<file path="config.mk">
export PLATFORM = sky130hd
export DESIGN_NAME = morse_keying_segment_generator
export DESIGN_NICKNAME = d
export VERILOG_FILES = /design/src/hdl/mksg_pkg.sv /design/src/hdl/morse_keying_segment_generator.sv
export SDC_FILE = /design/constraint.sdc
export NUM_CORES = 1
export LEC_CHECK = 0
export BUFFER_PORTS_ARGS = -buffer_cell sky130_fd_sc_hd__buf_2
export CORE_MARGIN = 5
export CORE_UTILIZATION = 61
export CTS_BUF_LIST = sky130_fd_sc_hd__clkbuf_4 sky130_fd_sc_hd__clkbuf_8
export CTS_CLUSTER_SIZE = 12
export DETAILED_ROUTE_END_ITERATION = 16
export GPL_TIMING_DRIVEN = 0
export PLACE_DENSITY = 0.82
export SLEW_MARGIN = 0
export SYNTH_ARGS = -nofsm -noshare
export SYNTH_HDL_FRONTEND = slang
export SYNTH_SLANG_ARGS = --single-unit
</file>
<file path="constraint.sdc">
create_clock -name i_clk -period 4.55 [get_ports i_clk]
set_input_delay 0.91 -clock i_clk [delete_from_list [all_inputs] [get_ports i_clk]]
set_output_delay 0.91 -clock i_clk [all_outputs]
set_load 0.05 [all_outputs]
</file>
<file path="src/hdl/mksg_pkg.sv">
// Package for the Morse keying segment generator.
// Holds the sequencer state type, the segment length codes and the letter table.
// No dependencies.
package mksg_pkg;

    localparam int CHAR_W  = 8;
    localparam int DOT_W   = 10;
    localparam int DUR_W   = 13;
    localparam int PAT_W   = 4;
    localparam int LEN_W   = 3;
    localparam int IDX_W   = 5;

    localparam logic [DOT_W-1:0]  DOT_LEN_RESET = 10'd120;
    localparam logic [CHAR_W-1:0] CHAR_SPACE    = 8'h20;
    localparam logic [CHAR_W-1:0] CHAR_A        = 8'h41;
    localparam logic [CHAR_W-1:0] CHAR_Z        = 8'h5A;

    typedef enum logic [2:0] {
        ST_IDLE,
        ST_PULSE_ON,
        ST_PULSE_OFF,
        ST_BODY,
        ST_KEY_ON,
        ST_KEY_OFF
    } t_state;

    // segment length in dot units
    typedef enum logic [1:0] {
        U_ZERO,
        U_ONE,
        U_THREE,
        U_SEVEN
    } t_units;

    typedef enum logic [1:0] {
        K_LETTER,
        K_SPACE,
        K_BAD
    } t_kind;

    // pat: first element at the MSB, 1 = dash
    typedef struct packed {
        logic [LEN_W-1:0] len;
        logic [PAT_W-1:0] pat;
    } t_morse;

    function automatic t_morse morse_lookup(input logic [IDX_W-1:0] idx);
        t_morse m;
        unique case (idx)
            5'd0:    m = '{len: 3'd2, pat: 4'b0100};  // A
            5'd1:    m = '{len: 3'd4, pat: 4'b1000};  // B
            5'd2:    m = '{len: 3'd4, pat: 4'b1010};  // C
            5'd3:    m = '{len: 3'd3, pat: 4'b1000};  // D
            5'd4:    m = '{len: 3'd1, pat: 4'b0000};  // E
            5'd5:    m = '{len: 3'd4, pat: 4'b0010};  // F
            5'd6:    m = '{len: 3'd3, pat: 4'b1100};  // G
            5'd7:    m = '{len: 3'd4, pat: 4'b0000};  // H
            5'd8:    m = '{len: 3'd2, pat: 4'b0000};  // I
            5'd9:    m = '{len: 3'd4, pat: 4'b0111};  // J
            5'd10:   m = '{len: 3'd3, pat: 4'b1010};  // K
            5'd11:   m = '{len: 3'd4, pat: 4'b0100};  // L
            5'd12:   m = '{len: 3'd2, pat: 4'b1100};  // M
            5'd13:   m = '{len: 3'd2, pat: 4'b1000};  // N
            5'd14:   m = '{len: 3'd3, pat: 4'b1110};  // O
            5'd15:   m = '{len: 3'd4, pat: 4'b0110};  // P
            5'd16:   m = '{len: 3'd4, pat: 4'b1101};  // Q
            5'd17:   m = '{len: 3'd3, pat: 4'b0100};  // R
            5'd18:   m = '{len: 3'd3, pat: 4'b0000};  // S
            5'd19:   m = '{len: 3'd1, pat: 4'b1000};  // T
            5'd20:   m = '{len: 3'd3, pat: 4'b0010};  // U
            5'd21:   m = '{len: 3'd4, pat: 4'b0001};  // V
            5'd22:   m = '{len: 3'd3, pat: 4'b0110};  // W
            5'd23:   m = '{len: 3'd4, pat: 4'b1001};  // X
            5'd24:   m = '{len: 3'd4, pat: 4'b1011};  // Y
            5'd25:   m = '{len: 3'd4, pat: 4'b1100};  // Z
            default: m = '{len: 3'd1, pat: 4'b0000};
        endcase
        return m;
    endfunction

endpackage

</file>
<file path="src/hdl/morse_keying_segment_generator.sv">
// Morse keying segment generator: sequencer, letter decode and duration unit.
// Depends on mksg_pkg.
//
// Usage:
//   Input channel (i_valid / o_ready) takes one character and a start flag.
//   Output channel (o_valid / i_ready) gives one segment word per handshake:
//   relay level, marker level, duration in ms, bad-char flag and last flag.
//   i_cfg_we / i_cfg_data load the dot length (ms); write it only while idle.
//   A word is taken only in the idle state. After the accepting edge the
//   sequencer leaves idle and loads the first segment into the output
//   register once that register is empty or i_ready is high. One segment
//   is produced per cycle while the receiver keeps up (at most ten per item).
//   Each segment's duration comes from one shared add/subtract unit that
//   forms 0, 1, 3 or 7 times the dot length by shift-and-add or subtract.
//   When i_ready is low the output register holds its word and the
//   sequencer waits; nothing is dropped. The input side reopens as soon as
//   the last segment is loaded, even if that segment is still waiting.
//   Reset (i_rst_n low, synchronous) empties the output, returns to idle
//   and sets the dot length to 120 ms.
module morse_keying_segment_generator (
    input  logic                       i_clk,
    input  logic                       i_rst_n,
    input  logic                       i_valid,
    output logic                       o_ready,
    input  logic [mksg_pkg::CHAR_W-1:0] i_character,
    input  logic                       i_message_start,
    output logic                       o_valid,
    input  logic                       i_ready,
    output logic                       o_relay_on,
    output logic                       o_marker_on,
    output logic [mksg_pkg::DUR_W-1:0] o_duration_ms,
    output logic                       o_bad_char,
    output logic                       o_last,
    input  logic                       i_cfg_we,
    input  logic [mksg_pkg::DOT_W-1:0] i_cfg_data
);
    import mksg_pkg::*;

    t_state               r_state, n_state;
    t_kind                r_kind;
    logic [PAT_W-1:0]     r_pat;
    logic [LEN_W-1:0]     r_left;
    logic [DOT_W-1:0]     r_dot;

    logic                 r_o_valid;
    logic                 r_relay, r_marker, r_bad, r_last;
    logic [DUR_W-1:0]     r_dur;

    logic                 accept;
    logic                 emit;
    t_kind                in_kind;
    t_morse               in_morse;
    logic [IDX_W-1:0]     in_idx;

    // segment being built
    logic                 seg_relay, seg_marker, seg_bad, seg_last;
    t_units               seg_units;

    // shared duration unit
    logic [DUR_W-1:0]     op_a, op_b, dot_ext, dur;
    logic                 op_sub;

    assign o_ready = (r_state == ST_IDLE);
    assign accept  = i_valid && o_ready;
    assign emit    = (r_state != ST_IDLE) && (!r_o_valid || i_ready);

    assign in_idx   = IDX_W'(i_character - CHAR_A);
    assign in_morse = morse_lookup(in_idx);

    always_comb begin
        priority if (i_character == CHAR_SPACE) begin
            in_kind = K_SPACE;
        end else if (i_character >= CHAR_A && i_character <= CHAR_Z) begin
            in_kind = K_LETTER;
        end else begin
            in_kind = K_BAD;
        end
    end

    // next state
    always_comb begin
        n_state = r_state;
        unique case (r_state)
            ST_IDLE: begin
                if (accept) begin
                    if (i_message_start) begin
                        n_state = ST_PULSE_ON;
                    end else if (in_kind == K_LETTER) begin
                        n_state = ST_KEY_ON;
                    end else begin
                        n_state = ST_BODY;
                    end
                end
            end
            ST_PULSE_ON: begin
                if (emit) begin
                    n_state = ST_PULSE_OFF;
                end
            end
            ST_PULSE_OFF: begin
                if (emit) begin
                    n_state = (r_kind == K_LETTER) ? ST_KEY_ON : ST_BODY;
                end
            end
            ST_BODY: begin
                if (emit) begin
                    n_state = ST_IDLE;
                end
            end
            ST_KEY_ON: begin
                if (emit) begin
                    n_state = ST_KEY_OFF;
                end
            end
            ST_KEY_OFF: begin
                if (emit) begin
                    n_state = (r_left == LEN_W'(1)) ? ST_IDLE : ST_KEY_ON;
                end
            end
            default: n_state = ST_IDLE;
        endcase
    end

    // segment fields per state
    always_comb begin
        seg_relay  = 1'b0;
        seg_marker = 1'b0;
        seg_bad    = 1'b0;
        seg_last   = 1'b0;
        seg_units  = U_ZERO;
        unique case (r_state)
            ST_PULSE_ON: begin
                seg_relay  = 1'b1;
                seg_marker = 1'b1;
                seg_units  = U_SEVEN;
            end
            ST_PULSE_OFF: begin
                seg_units = U_SEVEN;
            end
            ST_BODY: begin
                seg_last = 1'b1;
                if (r_kind == K_SPACE) begin
                    seg_marker = 1'b1;
                    seg_units  = U_SEVEN;
                end else begin
                    seg_bad = 1'b1;
                end
            end
            ST_KEY_ON: begin
                seg_relay = 1'b1;
                seg_units = r_pat[PAT_W-1] ? U_THREE : U_ONE;
            end
            ST_KEY_OFF: begin
                seg_units = U_ONE;
                seg_last  = (r_left == LEN_W'(1));
            end
            default: begin
                seg_units = U_ZERO;
            end
        endcase
    end

    // units times dot length: d, 2d + d, 8d - d
    assign dot_ext = DUR_W'(r_dot);
    always_comb begin
        op_sub = 1'b0;
        unique case (seg_units)
            U_ZERO: begin
                op_a = '0;
                op_b = '0;
            end
            U_ONE: begin
                op_a = dot_ext;
                op_b = '0;
            end
            U_THREE: begin
                op_a = dot_ext << 1;
                op_b = dot_ext;
            end
            U_SEVEN: begin
                op_a   = dot_ext << 3;
                op_b   = dot_ext;
                op_sub = 1'b1;
            end
            default: begin
                op_a = '0;
                op_b = '0;
            end
        endcase
    end
    assign dur = op_sub ? (op_a - op_b) : (op_a + op_b);

    always_ff @(posedge i_clk) begin
        if (!i_rst_n) begin
            r_state   <= ST_IDLE;
            r_o_valid <= 1'b0;
            r_dot     <= DOT_LEN_RESET;
        end else begin
            r_state <= n_state;
            if (i_cfg_we) begin
                r_dot <= i_cfg_data;
            end
            if (emit) begin
                r_o_valid <= 1'b1;
            end else if (i_ready) begin
                r_o_valid <= 1'b0;
            end
        end
    end

    always_ff @(posedge i_clk) begin
        if (accept) begin
            r_kind <= in_kind;
            r_pat  <= in_morse.pat;
            r_left <= in_morse.len;
        end else if (emit && r_state == ST_KEY_OFF) begin
            r_pat  <= r_pat << 1;
            r_left <= r_left - LEN_W'(1);
        end
        if (emit) begin
            r_relay  <= seg_relay;
            r_marker <= seg_marker;
            r_bad    <= seg_bad;
            r_last   <= seg_last;
            r_dur    <= dur;
        end
    end

    assign o_valid       = r_o_valid;
    assign o_relay_on    = r_relay;
    assign o_marker_on   = r_marker;
    assign o_duration_ms = r_dur;
    assign o_bad_char    = r_bad;
    assign o_last        = r_last;

endmodule
</file>
==> impl_metrics.py <==
metrics = {
    "run_status": {
        "status": "finished, final reports clean",
    },
    "global_routing": {
        "grt_overflow": 0,
        "grt_usage_pct": 20.8,
        "grt_first_pass_wirelength_um": 12500,
        "grt_pass1_vias": 2748,
        "grt_max_degree": 18,
        "antenna_found_initial": 0,
    },
    "finish": {
        "num-nets-final": 488,
        "n_antenna_cell": 0,
        "mostFrequentLayoutCells": "buf_2 (47), nor2_1 (34), a21oi_1 (34)",
        "drive_above_1_share_pct": 15.8,
        "layout_commonest_cell": "buf_2",
        "syn_to_final_growth_pct": 11.1,
        "stdcell_area_um2": 3750,
    },
    "route": {
        "drc": 0,
        "dr.pass1.iters": 6,
        "vias": 3140,
        "drt_iter0_markers": 233,
        "wire_per_inst_um": 14.4,
        "routed_wl_um": 7430,
        "avgViaCountPerCell": 6.10,
        "final_antenna_net_count": 0,
    },
    "power": {
        "total_power_uw": 1730,
        "powerDensity_nw_per_um2": 461,
        "leakage_uw": 0.00152,
        "ir_drop_uv": 321,
    },
    "synthesis": {
        "ys_seq_elements": 40,
        "synth_area_per_cell_um2": 8.51,
        "muxShareOfSynthArea_pct": 4.18,
        "synth-async-reset-ratio_pct": 0,
        "synth_warnings": 0,
        "yosysTopAreaCell": "edfxtp_1",
        "synth_edf_count": 26,
        "syn_inst": 397,
        "ys.flop_type": "edfxtp_1",
        "syn-num-nets": 443,
        "synth_xor_area_share_pct": 4.63,
        "synth-compound-area-share_pct": 27.0,
        "synth_area_leaders": "edfxtp_1 (23%), dfxtp_1 (8.3%), ha_1 (7.8%)",
        "synth_adder_area_share_pct": 8.70,
        "synth_top_area_share_pct": 23.1,
        "synth_seq_area_share_pct": 31.4,
        "synth_top_family_by_area": "compound AO/OA/AOI/OAI gates",
        "yosys.cell_types.count": 64,
        "synth_area_um2": 3380,
        "yosys.area_share.simple_pct": 17.5,
    },
    "critical_path": {
        "timing.rr.end": "o_duration_ms[11]",
        "crit_path_end_kind": "register",
        "worstPathArrival_ns": 4.10,
        "reg2reg_slack_ns": 0.49,
        "crit_end": "o_duration_ms[11]",
        "startpoint": "r_state[0]",
        "crit_fanout": 9,
        "r2r-start": "r_state[0]",
        "worstRegToRegCells": 16,
        "required_ns": 4.58,
        "worst_setup_path_start_kind": "register",
        "worstSetupPathType": "reg -> reg",
    },
    "sta": {
        "fmax_mhz": 246,
        "tightest_slew_ns": 1.18,
        "fin_crit_sh_pct": 89.3,
        "finClkSkew_ns": 0.00689,
        "hold_viol": 0,
        "layout_min_cycle_time_ns": 4.06,
        "final_max_slew_viol_count": 0,
        "rsz0062_at_grt": "false",
        "finalSetupViolations": 0,
        "slew_headroom_pct": 20.8,
        "finalSetupTns_ns": 0,
    },
    "placed_design": {
        "dp_hpwl_um": 5680,
        "dpl_cell_area_um2": 3660,
        "place.gp.congestion": 0.950,
        "io_buffers": 38,
    },
    "die": {
        "start_util_pct": 62.1,
        "die_w_um": 84.4,
        "ioPinCount": 43,
        "die_h_um": 84.4,
        "core_um2": 5440,
        "fp.dieArea_um2": 7130,
        "placementRows": 27,
    },
    "clock_tree": {
        "clkSlewWorstSetupHoldPaths_ns": 0.08,
        "cts.sinks": 40,
        "cts-hold-fix-buffers": 0,
        "clock_latency_ns": 0.29,
        "cts-buffers-inserted": 5,
        "clk_path_buf_depth": 2,
        "cts_root_buf": "clkbuf_8",
        "h-tree-depth": 2,
        "cts_setup_buffers": 0,
        "cts_tree": "done",
        "cts_resized": 0,
    },
    "hold_path": {
        "hold_class": "reg -> reg",
    },
    "flow_run": {
        "max_cap_viol_count": 0,
    },
}
[sequential cells by signal, indices dropped and copies added (netlist names)]
| register | cells |
|---|---|
| o_relay_on | 1 |
| o_marker_on | 1 |
| r_pat | 4 |
| o_bad_char | 1 |
| r_state | 3 |
| o_valid | 1 |
| r_left | 3 |
| r_dot | 10 |
| o_duration_ms | 13 |
| o_last | 1 |
| r_kind | 2 |
[power by group]
| group | internal, uW | switching, uW | total, uW |
|---|---|---|---|
| registers | 522 | 24.3 | 546 |
| clock network | 124 | 124 | 248 |
| logic | 318 | 619 | 937 |
| total | 963 | 767 | 1730 |
[cell families (layout without fill, tap and decap cells)]
family / count (synthesis) / in the layout
AND/OR/NAND/NOR: 114 / 114
AO/OA/AOI/OAI: 136 / 136
flip-flops: 40 / 40
XOR/XNOR: 17 / 17
adder cells (fa/ha/maj): 23 / 23
buffers and inverters: 53 / 99
multiplexers: 14 / 14
[Yosys cell counts, drive strengths merged (11+ instances only)]
master and n:
a21oi 36, buf 12, clkbuf 19, dfxtp 14, edfxtp 26, ha 21, inv 21, mux2i 13
nand2 23, nor2 34, nor3 14, o21ai 29, xnor2 11
[per-layer routing]
layer | GRT usage, % | vias up | part of all wire [%] | routed length, um
met5 | 0 | - | 0 | 0
met4 | 7.19 | 0 | 2.0 | 150
met3 | 3.43 | 14 | 6.6 | 490
met2 | 33.6 | 138 | 46 | 3430
met1 | 28.1 | 1423 | 45 | 3360
li1 | - | 1565 | - | -
[per-stage QoR]
step                utilization [%]  hold slack, ns  std cells  setup WS, ns
detailed placement             67.3           0.515        507         0.595
global route                   69.0           0.569        515         0.257
CTS                            69.0           0.535        515         0.549
floorplan                         -           0.495        397          1.16
global placement               67.3           0.512        507         0.649
finish                         69.0           0.529        515         0.485
[how the worst min path moves through the flow]
stage,slack (ns),start,depth (start not counted),end
floorplan,0.49,r_pat[0],2,r_pat[1]
CTS,0.53,r_pat[0],2,r_pat[1]
detailed placement,0.52,r_pat[0],2,r_pat[1]
global route,0.57,r_pat[2],1,r_pat[3]
finish,0.53,r_pat[0],2,r_pat[1]
global placement,0.51,r_pat[0],2,r_pat[1]
[worst max-delay path, stage by stage (launching register included)]
cell and delay, ns:
dfxtp_1 0.31, clkbuf_1 0.28, o21bai_1 0.12, a31oi_1 0.50, nand2b_1 0.29, nand2_1 0.11
ha_1 0.21, clkbuf_1 0.20, inv_1 0.17, a21oi_1 0.10, o21ai_0 0.11, a21oi_1 0.11
ha_1 0.24, or3_1 0.39, o311ai_0 0.33, o21ai_0 0.16, xor2_1 0.17
[final cells by class]
| cell class | instances | area, um2 |
|---|---|---|
| inverters | 22 | 82.6 |
| clock buffers | 6 | 82.6 |
| clock inverters | 2 | 12.5 |
| well taps | 72 | 90.1 |
| fillers | 446 | 1680 |
| multi-input cells | 304 | 2090 |
| flip-flops and latches | 40 | 1060 |
| repair buffers | 38 | 190 |
| plain buffers | 31 | 143 |
Note: power is estimated with default switching activity, not from simulation.
